[config.mk]
export PLATFORM = sky130hd
export DESIGN_NAME = crc16_framed_packet_parser_core_flat
export DESIGN_NICKNAME = d
export VERILOG_FILES = /design/src/hw/rtl/cfpp_pkg.sv /design/src/hw/rtl/cfpp_rx_if.sv /design/src/hw/rtl/cfpp_ev_if.sv /design/src/hw/rtl/cfpp_in_reg.sv /design/src/hw/rtl/cfpp_parser.sv /design/src/hw/rtl/crc16_framed_packet_parser_core.sv /design/src/flat_wrapper.sv
export SDC_FILE = /design/constraint.sdc
export NUM_CORES = 1
export LEC_CHECK = 0
export ABC_AREA = 1
export BUFFER_PORTS_ARGS = -buffer_cell sky130_fd_sc_hd__buf_2
export CORE_ASPECT_RATIO = 0.6
export CORE_UTILIZATION = 45
export DETAILED_ROUTE_END_ITERATION = 10
export GPL_TIMING_DRIVEN = 1
export HOLD_SLACK_MARGIN = 0.08
export PLACE_DENSITY = 0.71
export SLEW_MARGIN = 0
export SYNTH_ARGS = -nofsm -noshare
export SYNTH_HDL_FRONTEND = slang
export SYNTH_HIERARCHICAL = 1
export SYNTH_SLANG_ARGS = --single-unit
[constraint.sdc]
create_clock -name clk_i -period 2.4 [get_ports clk_i]
set_clock_uncertainty 0.05 [all_clocks]
set_input_delay 0.24 -clock clk_i [delete_from_list [all_inputs] [get_ports clk_i]]
set_output_delay 0.24 -clock clk_i [all_outputs]
set_load 0.01 [all_outputs]
[src/hw/rtl/cfpp_pkg.sv]
// Shared types, constants and the byte-wise CRC-16/MCRF4XX update for the frame parser.
// Depends on nothing; cfpp_in_reg, cfpp_parser and the top level import it.
`default_nettype none

package cfpp_pkg;

  // Configuration register indexes on the write port.
  localparam int unsigned CfgIdxW = 2;
  localparam logic [CfgIdxW-1:0] CFG_SYNC_FIRST  = 2'd0;
  localparam logic [CfgIdxW-1:0] CFG_SYNC_SECOND = 2'd1;
  localparam logic [CfgIdxW-1:0] CFG_MAX_LENGTH  = 2'd2;

  localparam int unsigned CfgDataW = 11;

  // Reset values of the configuration registers.
  localparam logic [7:0]  SYNC_FIRST_RST  = 8'hAA;
  localparam logic [7:0]  SYNC_SECOND_RST = 8'h55;
  localparam logic [10:0] MAX_LENGTH_RST  = 11'd1024;

  // CRC start value.
  localparam logic [15:0] CRC_INIT = 16'hFFFF;

  // Parser phases.
  typedef enum logic [2:0] {
    PH_SYNC1 = 3'd0,
    PH_SYNC2 = 3'd1,
    PH_LENH  = 3'd2,
    PH_LENL  = 3'd3,
    PH_ID    = 3'd4,
    PH_DATA  = 3'd5,
    PH_CRCH  = 3'd6,
    PH_CRCL  = 3'd7
  } phase_e;

  // Result event codes.
  typedef enum logic [2:0] {
    EV_NONE = 3'd0,
    EV_BYTE = 3'd1,
    EV_OK   = 3'd2,
    EV_CRC  = 3'd3,
    EV_LONG = 3'd4
  } event_e;

  // Configuration register contents.
  typedef struct packed {
    logic [7:0]  sync_first;
    logic [7:0]  sync_second;
    logic [10:0] max_length;
  } cfg_t;

  // Input register contents handed to the parser.
  typedef struct packed {
    logic       vld;
    logic [7:0] data;
  } in_stage_t;

  // One byte of CRC-16/MCRF4XX (reflected polynomial 0x8408).
  function automatic logic [15:0] crc_step(input logic [7:0] b, input logic [15:0] crc);
    logic [7:0] t;
    t = b ^ crc[7:0];
    t = t ^ {t[3:0], 4'h0};
    return {8'h00, crc[15:8]} ^ {t, 8'h00} ^ {5'b0, t, 3'b0} ^ {12'h000, t[7:4]};
  endfunction

endpackage

`default_nettype wire

[src/hw/rtl/cfpp_rx_if.sv]
// Received-byte channel: valid/ready handshake carrying one byte per transfer.
// Standalone interface, no dependencies.
`default_nettype none

interface cfpp_rx_if;
  logic       valid;
  logic       ready;
  logic [7:0] rx_byte;

  modport source (output valid, output rx_byte, input ready);
  modport sink   (input valid, input rx_byte, output ready);
endinterface

`default_nettype wire

[src/hw/rtl/cfpp_ev_if.sv]
// Result channel: valid/ready handshake carrying one parser event per transfer.
// Standalone interface, no dependencies.
`default_nettype none

interface cfpp_ev_if;
  logic        valid;
  logic        ready;
  logic [2:0]  event_res;
  logic [7:0]  payload_byte;
  logic [9:0]  payload_index;
  logic [15:0] frame_length;
  logic [7:0]  frame_id;

  modport source (
    output valid, output event_res, output payload_byte, output payload_index,
    output frame_length, output frame_id, input ready
  );
  modport sink (
    input valid, input event_res, input payload_byte, input payload_index,
    input frame_length, input frame_id, output ready
  );
endinterface

`default_nettype wire

[src/hw/rtl/cfpp_in_reg.sv]
// Input register of the frame parser: holds one received byte until the parser takes it.
// Depends on cfpp_pkg and cfpp_rx_if.
`default_nettype none

module cfpp_in_reg (
  input  wire logic            clk_i,
  input  wire logic            rst_ni,
  cfpp_rx_if.sink              rx,
  input  wire logic            take_i,
  output cfpp_pkg::in_stage_t  stage_o
);
  import cfpp_pkg::*;

  logic       vld_q, vld_d;
  logic [7:0] data_q;
  logic       accept;

  // The register is free when empty or when its byte moves on in this cycle.
  assign rx.ready = !vld_q || take_i;
  assign accept   = rx.valid && rx.ready;

  always_comb begin
    vld_d = vld_q;
    if (accept) begin
      vld_d = 1'b1;
    end else if (take_i) begin
      vld_d = 1'b0;
    end
  end

  always_ff @(posedge clk_i or negedge rst_ni) begin
    if (!rst_ni) begin
      vld_q <= 1'b0;
    end else begin
      vld_q <= vld_d;
    end
  end

  // Payload capture on each transfer.
  always_ff @(posedge clk_i) begin
    if (accept) begin
      data_q <= rx.rx_byte;
    end
  end

  assign stage_o.vld  = vld_q;
  assign stage_o.data = data_q;

endmodule

`default_nettype wire

[src/hw/rtl/cfpp_parser.sv]
// Frame parser state machine, CRC accumulator and result register.
// Depends on cfpp_pkg and cfpp_ev_if.
`default_nettype none

module cfpp_parser #(
  parameter int unsigned MAX_PAYLOAD = 1024
) (
  input  wire logic            clk_i,
  input  wire logic            rst_ni,
  input  cfpp_pkg::cfg_t       cfg_i,
  input  cfpp_pkg::in_stage_t  stage_i,
  output logic                 take_o,
  cfpp_ev_if.source            res
);
  import cfpp_pkg::*;

  localparam int unsigned CntW = $clog2(MAX_PAYLOAD + 1);
  localparam logic [15:0] MaxPayload = 16'(MAX_PAYLOAD);

  // Parser state.
  phase_e        phase_q, phase_d;
  logic [15:0]   crc_q, crc_d;
  logic [CntW-1:0] cnt_q, cnt_d;
  logic [15:0]   len_q, len_d;
  logic [7:0]    id_q, id_d;

  // Result register.
  logic          ov_q;
  event_e        ev_q, ev_d;
  logic [7:0]    pbyte_q, pbyte_d;
  logic [9:0]    pidx_q, pidx_d;

  logic [7:0]    b;
  logic [15:0]   crc_upd;
  logic [CntW-1:0] cnt_inc;
  logic [15:0]   cnt_ext;
  logic [15:0]   len_low;
  logic          too_long;

  // A byte is processed when the result register is empty or being drained.
  assign take_o = stage_i.vld && (!ov_q || res.ready);

  assign b       = stage_i.data;
  assign crc_upd = crc_step(b, crc_q);
  assign cnt_inc = cnt_q + 1'b1;
  assign cnt_ext = 16'(cnt_q);
  assign len_low = {len_q[15:8], b};
  // Above the smaller of the two limits means above either of them.
  assign too_long = (len_low > {5'b0, cfg_i.max_length}) || (len_low > MaxPayload);

  // Next phase.
  always_comb begin
    phase_d = phase_q;
    unique case (phase_q)
      PH_SYNC1: if (b == cfg_i.sync_first) phase_d = PH_SYNC2;
      PH_SYNC2: if (b == cfg_i.sync_second) phase_d = PH_LENH;
      PH_LENH:  phase_d = PH_LENL;
      PH_LENL:  phase_d = too_long ? PH_SYNC1 : PH_ID;
      PH_ID:    phase_d = (len_q != 16'h0000) ? PH_DATA : PH_CRCH;
      PH_DATA:  if (16'(cnt_inc) >= len_q) phase_d = PH_CRCH;
      PH_CRCH:  phase_d = (b == crc_q[15:8]) ? PH_CRCL : PH_SYNC1;
      PH_CRCL:  phase_d = PH_SYNC1;
    endcase
  end

  // Datapath and result for the current byte.
  always_comb begin
    crc_d   = crc_q;
    cnt_d   = cnt_q;
    len_d   = len_q;
    id_d    = id_q;
    ev_d    = EV_NONE;
    pbyte_d = 8'h00;
    pidx_d  = 10'h000;
    unique case (phase_q)
      PH_SYNC1: ;
      PH_SYNC2: begin
        if (b == cfg_i.sync_second) begin
          crc_d = CRC_INIT;
          len_d = 16'h0000;
          id_d  = 8'h00;
        end
      end
      PH_LENH: begin
        len_d = {b, 8'h00};
        crc_d = crc_upd;
      end
      PH_LENL: begin
        len_d = len_low;
        crc_d = crc_upd;
        if (too_long) ev_d = EV_LONG;
      end
      PH_ID: begin
        id_d  = b;
        crc_d = crc_upd;
        cnt_d = '0;
      end
      PH_DATA: begin
        ev_d    = EV_BYTE;
        pbyte_d = b;
        pidx_d  = cnt_ext[9:0];
        crc_d   = crc_upd;
        cnt_d   = cnt_inc;
      end
      PH_CRCH: begin
        if (b != crc_q[15:8]) ev_d = EV_CRC;
      end
      PH_CRCL: begin
        ev_d = (b == crc_q[7:0]) ? EV_OK : EV_CRC;
      end
    endcase
  end

  // State registers.
  always_ff @(posedge clk_i or negedge rst_ni) begin
    if (!rst_ni) begin
      phase_q <= PH_SYNC1;
      crc_q   <= CRC_INIT;
      cnt_q   <= '0;
      len_q   <= 16'h0000;
      id_q    <= 8'h00;
    end else if (take_o) begin
      phase_q <= phase_d;
      crc_q   <= crc_d;
      cnt_q   <= cnt_d;
      len_q   <= len_d;
      id_q    <= id_d;
    end
  end

  // Result valid flag.
  always_ff @(posedge clk_i or negedge rst_ni) begin
    if (!rst_ni) begin
      ov_q <= 1'b0;
    end else if (take_o) begin
      ov_q <= 1'b1;
    end else if (res.ready) begin
      ov_q <= 1'b0;
    end
  end

  // Result payload.
  always_ff @(posedge clk_i) begin
    if (take_o) begin
      ev_q    <= ev_d;
      pbyte_q <= pbyte_d;
      pidx_q  <= pidx_d;
    end
  end

  // Length and id follow the state, which only moves when the result is replaced.
  assign res.valid         = ov_q;
  assign res.event_res     = ev_q;
  assign res.payload_byte  = pbyte_q;
  assign res.payload_index = pidx_q;
  assign res.frame_length  = len_q;
  assign res.frame_id      = id_q;

  // A forwarded byte always lies inside the frame's length.
  assert property (@(posedge clk_i) disable iff (!rst_ni)
    (ov_q && ev_q == EV_BYTE) |-> ({6'b0, pidx_q} < len_q))
    else $error("payload index outside frame length");

  // Events that end a frame leave the parser hunting again.
  assert property (@(posedge clk_i) disable iff (!rst_ni)
    (ov_q && (ev_q == EV_OK || ev_q == EV_CRC || ev_q == EV_LONG)) |-> (phase_q == PH_SYNC1))
    else $error("frame ended without returning to sync hunt");

  // While in the payload the count stays below a nonzero length within the limit.
  assert property (@(posedge clk_i) disable iff (!rst_ni)
    (phase_q == PH_DATA) |-> (len_q != 16'h0000 && cnt_ext < len_q && len_q <= MaxPayload))
    else $error("payload counter out of range");

  // Processing a byte always leaves a result waiting.
  assert property (@(posedge clk_i) disable iff (!rst_ni)
    take_o |=> ov_q)
    else $error("processed byte produced no result");

endmodule

`default_nettype wire

[src/hw/rtl/crc16_framed_packet_parser_core.sv]
// Top level of the CRC-16 framed packet parser: configuration registers, input register
// and parser. Depends on cfpp_pkg, cfpp_rx_if, cfpp_ev_if, cfpp_in_reg and cfpp_parser.
// A transferred byte is first registered in the input register; the parser then writes
// its result into the result register, from which the result transfer is offered.
// Throughput: one byte per cycle unless stalled; CRC and phase update are combinational.
// The input register and the result register each hold one item; while a finished result
// waits on the output, one more byte is taken and then the input stalls.
// Reset (asynchronous, active low) restores sync bytes 0xAA/0x55, maximum length 1024,
// the sync hunt, CRC 0xFFFF and cleared length and id; no clearing pass is needed.
`default_nettype none

module crc16_framed_packet_parser_core #(
  parameter int unsigned MAX_PAYLOAD = 1024
) (
  input  wire logic                             clk_i,
  input  wire logic                             rst_ni,
  input  wire logic                             cfg_we_i,
  input  wire logic [cfpp_pkg::CfgIdxW-1:0]     cfg_idx_i,
  input  wire logic [cfpp_pkg::CfgDataW-1:0]    cfg_wdata_i,
  cfpp_rx_if.sink                               rx,
  cfpp_ev_if.source                             res
);
  import cfpp_pkg::*;

  cfg_t      cfg_q, cfg_d;
  in_stage_t stage;
  logic      take;

  // Configuration register write decode; unknown indexes are ignored.
  always_comb begin
    cfg_d = cfg_q;
    if (cfg_we_i) begin
      unique case (cfg_idx_i)
        CFG_SYNC_FIRST:  cfg_d.sync_first  = cfg_wdata_i[7:0];
        CFG_SYNC_SECOND: cfg_d.sync_second = cfg_wdata_i[7:0];
        CFG_MAX_LENGTH:  cfg_d.max_length  = cfg_wdata_i;
        default: ;
      endcase
    end
  end

  always_ff @(posedge clk_i or negedge rst_ni) begin
    if (!rst_ni) begin
      cfg_q.sync_first  <= SYNC_FIRST_RST;
      cfg_q.sync_second <= SYNC_SECOND_RST;
      cfg_q.max_length  <= MAX_LENGTH_RST;
    end else begin
      cfg_q <= cfg_d;
    end
  end

  // Input register.
  cfpp_in_reg u_in_reg (
    .clk_i   (clk_i),
    .rst_ni  (rst_ni),
    .rx      (rx),
    .take_i  (take),
    .stage_o (stage)
  );

  // Parser and result register.
  cfpp_parser #(
    .MAX_PAYLOAD (MAX_PAYLOAD)
  ) u_parser (
    .clk_i   (clk_i),
    .rst_ni  (rst_ni),
    .cfg_i   (cfg_q),
    .stage_i (stage),
    .take_o  (take),
    .res     (res)
  );

endmodule

`default_nettype wire
[src/flat_wrapper.sv]
// flat-port wrapper written by rule: the top's interface ports become plain ports
module crc16_framed_packet_parser_core_flat import cfpp_pkg::*;
#(
  parameter int unsigned MAX_PAYLOAD = 1024
)
  (clk_i, rst_ni, cfg_we_i, cfg_idx_i, cfg_wdata_i, rx_valid, rx_rx_byte, rx_ready, res_valid, res_event_res, res_payload_byte, res_payload_index, res_frame_length, res_frame_id, res_ready);
  cfpp_rx_if rx_i ();
  cfpp_ev_if res_i ();
  input  wire logic clk_i;
  input  wire logic rst_ni;
  input  wire logic cfg_we_i;
  input  wire logic [cfpp_pkg::CfgIdxW-1:0] cfg_idx_i;
  input  wire logic [cfpp_pkg::CfgDataW-1:0] cfg_wdata_i;
  input wire logic [$bits(rx_i.valid)-1:0] rx_valid;
  input wire logic [$bits(rx_i.rx_byte)-1:0] rx_rx_byte;
  output wire logic [$bits(rx_i.ready)-1:0] rx_ready;
  output wire logic [$bits(res_i.valid)-1:0] res_valid;
  output wire logic [$bits(res_i.event_res)-1:0] res_event_res;
  output wire logic [$bits(res_i.payload_byte)-1:0] res_payload_byte;
  output wire logic [$bits(res_i.payload_index)-1:0] res_payload_index;
  output wire logic [$bits(res_i.frame_length)-1:0] res_frame_length;
  output wire logic [$bits(res_i.frame_id)-1:0] res_frame_id;
  input wire logic [$bits(res_i.ready)-1:0] res_ready;
  assign rx_i.valid = rx_valid;
  assign rx_i.rx_byte = rx_rx_byte;
  assign rx_ready = rx_i.ready;
  assign res_valid = res_i.valid;
  assign res_event_res = res_i.event_res;
  assign res_payload_byte = res_i.payload_byte;
  assign res_payload_index = res_i.payload_index;
  assign res_frame_length = res_i.frame_length;
  assign res_frame_id = res_i.frame_id;
  assign res_i.ready = res_ready;
  crc16_framed_packet_parser_core #(.MAX_PAYLOAD(MAX_PAYLOAD)) u_core (.clk_i(clk_i), .rst_ni(rst_ni), .cfg_we_i(cfg_we_i), .cfg_idx_i(cfg_idx_i), .cfg_wdata_i(cfg_wdata_i), .rx(rx_i), .res(res_i));
endmodule
### After elaboration in Yosys (flattened, before gate mapping)

Cells that the tools add are included.

* register bits after elaboration: 112
* latch bits: 0
* RAM bits: 0
* memory bits (read-only): 0
* output and inout port bits: 47
* word-level logic and storage cells: 91
* memories kept: 0

* add/subtract/negate cells: 1
* $mul: 0
* div/mod/pow operators: 0
* magnitude comparators: 3
* equality and inequality tests: 17
* shift-type cells: 0
* muxes and demuxes: 22
* bitwise operators: 6
* reduce and logical (&&, ||, !) cells: 27

Operators by type and width (number)
* 16-bit case mux with 3 select lines: 1
* 8-bit equality test: 4
* 16-bit 2-to-1 mux: 2
* 16-bit case mux with 2 select lines: 1
* 3-bit case mux with 8 select lines: 1
* 11-bit case mux with 2 select lines: 1
* 3-bit 2-to-1 mux: 6
* 11-bit by 16-bit >= comparator with 1-bit output: 1
* 16-bit by 11-bit > comparator with 1-bit output: 1
* 16-bit by 11-bit > comparator with 1-bit output (second input constant): 1
* 8-bit case mux with 2 select lines: 1
* 16-bit nonzero test: 1
* 16-bit by 11-bit bitwise XOR with 16-bit output: 1
* 16-bit by 4-bit bitwise XOR with 16-bit output: 1
* 8-bit by 16-bit bitwise XOR with 16-bit output: 1
* 8-bit bitwise XOR: 2
* 3-bit equality test (second input constant): 4
* 3-bit case mux with 4 select lines: 1
* 2-bit nonzero test: 6
* 11-bit by 1-bit adder with 11-bit output (second input constant): 1
* 3-bit AND reduction: 3
* 8-bit 2-to-1 mux: 1
* 8-bit inequality test: 1
* 2-bit AND reduction: 4
* 16 further kinds: 29

### Depth between registers and ports, before layout

* depth after elaboration: 6
* mapped depth: 18
* mapped depth without buffers: 18

### Modules after synthesis

The synthesis kept the hierarchy.

Modules (own cells, without submodules)
* cfpp_parser: instances 1, cells an instance 551, area an instance 4476.8 um2
* crc16_framed_packet_parser_core: instances 1, cells an instance 121, area an instance 1134.8 um2
* cfpp_in_reg: instances 1, cells an instance 15, area an instance 292.8 um2

### Least setup slack after synthesis

Ideal clock, no wire load.

* kind: reg2reg
* start: reg u_core.u_parser.cnt_q[0]
* end: reg u_core.u_parser.phase_q[1]
* library setup time: 0.127 ns
* data arrival time: 2.325 ns
* required time: 2.223 ns
* slack: -0.101 ns
* stages on the path, launching flop included: 18
* path buffers: 0
* clock period less this slack: 2.501 ns
* cells stage by stage: dfrtp_1 -> ha_1 -> nand2_1 -> nor2_1 -> nand2_1 -> nor2_1 -> nand4_1 -> nor2_1 -> xor2_1 -> inv_1 -> ha_1 -> nand2_1 -> nor3_1 -> nand3_1 -> nand4_1 -> nand2_1 -> nand2_1 -> o21ai_0

* longest elaborated chain between the ends: 4

RTL lines
* start, declared: RTL line cfpp_parser.sv:23 `logic [CntW-1:0] cnt_q, cnt_d;`
* start signal, assigned: RTL line cfpp_parser.sv:125 `cnt_q <= cnt_d;`
* 11-bit by 1-bit adder with 11-bit output: RTL line cfpp_parser.sv:45 `assign cnt_inc = cnt_q + 1'b1;`
* 11-bit by 16-bit >= comparator with 1-bit output: RTL line cfpp_parser.sv:60 `PH_DATA: if (16'(cnt_inc) >= len_q) phase_d = PH_CRCH;`
* 2-bit inequality test (no line)
* 4-bit AND reduction (no line)
* end signal, assigned: RTL line cfpp_parser.sv:123 `phase_q <= phase_d;`
* end, declared: RTL line cfpp_parser.sv:21 `phase_e phase_q, phase_d;`

No other way between the ends.
A chain may end at the register's enable or synchronous reset.

### Worst setup path in the final report

* start: reg u_core.u_parser.cnt_q[1]
* end: reg u_core.u_parser.phase_q[2]

The elaborated chain is that of the path after synthesis.

==> impl_metrics.py <==
metrics = {
    "timing": {
        "max_slew.worst_pin.slew_ps": 648.4,
        "setup-violations-final": 3,
        "hold_violations": 0,
        "setup_ws_ps": -234.6,
        "slew_violations": 0,
        "max-slew-margin-rel_pct": 56.77,
        "max_freq_ghz": 0.3796,
        "period_share_pct": 109.8,
        "period_needed_ps": 2635,
        "holdWs_ps": 89.36,
        "rsz0062_at_grt": "yes",
    },
    "routing": {
        "finalWirelength_mm": 16.03,
        "vias": 5119,
        "drt-pass1-iter-count": 7,
        "viasPerCell": 5.366,
        "ant_nets": 0,
        "wl_per_cell_um": 16.80,
        "drtIter0Drc": 441,
        "drc": 0,
    },
    "floorplan": {
        "die-width_um": 149.9,
        "core-area_um2": 12410,
        "rows": 31,
        "initial_utilization_pct": 47.57,
        "die_area_um2": 13600,
        "io_pins": 73,
        "die_h_um": 90.73,
    },
    "worst_hold_path": {
        "holdCritPathClass": "primary input to register",
    },
    "cells_and_area": {
        "layout_common_cells": "nand2_1, inv_1, buf_2, dfrtp_1, nor2_1",
        "syn2layout_area_growth_pct": 19.01,
        "fill_cells": 1062,
        "final_common_cell": "nand2_1",
        "finalInstanceArea_um2": 7027,
        "num-nets-final": 833,
        "num_antenna_cells": 0,
        "drive_above_1_share_pct": 21.04,
    },
    "grt": {
        "grt_pass1_wl_mm": 25.50,
        "antenna_found_initial": 0,
        "grt_usage_pct": 24.64,
        "first_global_vias": 4954,
        "grt-ovfl-total": 0,
        "grt_max_degree": 62,
    },
    "power_and_ir_drop": {
        "sw_frac_of_total_pct": 42.31,
        "p_seq_share_pct": 38.1,
        "ir_drop_uv": 472.7,
        "power.switching_mw": 3.427,
        "p_int_mw": 4.673,
        "p_clk_share_pct": 18.0,
        "leakagePower_nw": 3.495,
        "powerDensity_nw_per_um2": 1153,
        "power_frac_comb_pct": 43.9,
    },
    "cts": {
        "clk_pin_slew_ps": 80,
        "clock_latency_ps": 360,
        "htree_levels": 3,
        "cts_tree": "done",
        "clockRootBuffer": "clkbuf_16",
        "clock-sinks": 112,
        "cts-buffers-inserted": 9,
        "clockBufferDepth": 2,
    },
    "outcome": {
        "status": "complete, but fails checks",
        "violations": "negative setup slack",
    },
    "synth": {
        "avgSynthCellArea_um2": 8.594,
        "syn_area_um2": 5904,
        "syn-instance-count": 687,
        "netlist_top_cells_area": "dfrtp_1, edfxtp_1, nand2_1, dfstp_2, inv_1",
        "synth-edff-count": 29,
        "synth-main-ff-cell": "dfrtp_1",
        "synth_cell_types": 35,
        "synth-seq-cells": 112,
        "synth_top_area_share_pct": 24.58,
        "yosys_warnings": 6,
        "async_flop_share_pct": 74.11,
        "yosysSeqAreaShare_pct": 50.46,
        "yosys.area.top_type": "dfrtp_1",
        "syn-num-nets": 736,
    },
    "critical_path": {
        "worstPathArrival_ps": 2880,
        "crit_fanout": 5,
        "cp-end-kind": "register",
        "path_class": "register to register",
        "required_ps": 2640,
        "startpoint_type": "register",
    },
    "place": {
        "hpwlAfterDp_mm": 11.70,
        "pre_cts_ws_ps": -227.5,
        "port_buffers": 72,
        "place_congestion": 0.8739,
        "placed_cell_area_um2": 6502,
    },
    "run": {
        "max_cap_violations": 0,
    },
}
registers in the layout (all words and copies together) (netlist names):
signal	flops
u_core/u_parser/res.frame_id	8
u_core/u_parser/cnt_q	11
u_core/u_parser/res.frame_length	16
u_core/cfg_q	27
u_core/u_parser/res.event_res	3
u_core/u_parser/res.valid	1
u_core/u_in_reg/data_q	8
u_core/u_in_reg/vld_q	1
u_core/u_parser/phase_q	3
u_core/u_parser/res.payload_byte	8
u_core/u_parser/crc_q	16
u_core/u_parser/res.payload_index	10
cell type report:
type	instances	area [um2]	area share (%)
clock buffers	10	229.0	3.259
multi-input cells	465	2547	36.25
repair buffers	110	685.7	9.758
well taps	165	206.4	2.938
flip-flops and latches	112	2979	42.40
inverters	86	322.8	4.594
clock inverters	6	56.30	0.8013
cells in the mapped netlist (2+ instances only):
master,number
nor3_1,10
xor2_1,25
nand3_1,33
a22oi_1,6
o22ai_1,5
inv_1,83
nand4_1,29
buf_2,14
nand2_1,189
clkbuf_1,2
dfrtp_1,58
inv_2,3
ha_1,23
nor2_1,56
buf_4,7
dfstp_2,25
nand2_2,3
a21oi_1,17
o21ai_1,16
o21ai_0,20
edfxtp_1,29
o21a_1,6
xnor2_1,16
cell families after synthesis:
kind of cell,synth area share [%]
buf+inv,7.735
flops,50.46
xor+xnor,6.082
simple gates,23.35
fa+ha+maj,4.874
compound gates,7.502
power by group through the flow:
stage	Sequential (mW)	Combinational (mW)	Clock [mW]
after detailed placement	3.10	3.31	0
after global routing	3.15	3.96	1.57
after CTS	3.07	3.38	1.49
after floorplan	3.06	2.22	0
final	3.08	3.56	1.46
after global placement	3.07	3.16	0
what timing repair did:
action | CTS | global route
hold buffers | 10 | 0
gates resized for setup | 7 | 10
buffers inserted | 5 | 4
endpoints found under the hold margin | 31 | 0
setup endpoints to repair | 3 | 3
pin swaps | 14 | 15
through the flow:
step | util, % | TNS (ps) | total power [mW] | std cells
final | 56.61 | -690.2 | 8.099 | 954
after global placement | 52.39 | -137.1 | 6.226 | 919
after global routing | 56.61 | -1146 | 8.679 | 954
after floorplan | - | -22.53 | 5.283 | 687
after detailed placement | 52.39 | -616.1 | 6.409 | 919
after CTS | 55.92 | -546.2 | 7.935 | 950
worst paths after layout:
check,start,endpoint,slack (ps),cells after the start
max in group asynchronous,rst_ni,u_core/cfg_q[10],1350,3
setup / recovery,u_core/u_parser/cnt_q[1],u_core/u_parser/phase_q[2],-230,16
setup reg to reg,u_core/u_parser/cnt_q[1],u_core/u_parser/phase_q[2],-230,16
min in group asynchronous,rst_ni,u_core/cfg_q[21],280,2
hold reg to reg,u_core/cfg_q[10],u_core/cfg_q[10],420,2
hold / removal,res_ready,u_core/u_parser/res.valid,90,4
critical path: stages, from the launching register on:
cell and delay, ps:
dfrtp_1 370, buf_4 130, nand3_2 90, nor3_2 230, nand4_1 130, nor2_1 140, xor2_1 220, inv_1 110
ha_4 290, nand2_1 100, nor3_4 210, nand3_1 120, nand4_1 110, nand2_2 100, inv_2 90, nand2_2 50
nand2_1 50
per-layer routing:
layer  part of all wire (%)  up-vias  GRT usage [%]
li1                       -     2429              -
met1                     47     2400          35.59
met2                     42      258          35.92
met3                    9.5       32          6.869
met4                    1.8        0          6.734
met5                      0        -              0
Note: power is estimated with default switching activity, not from simulation.
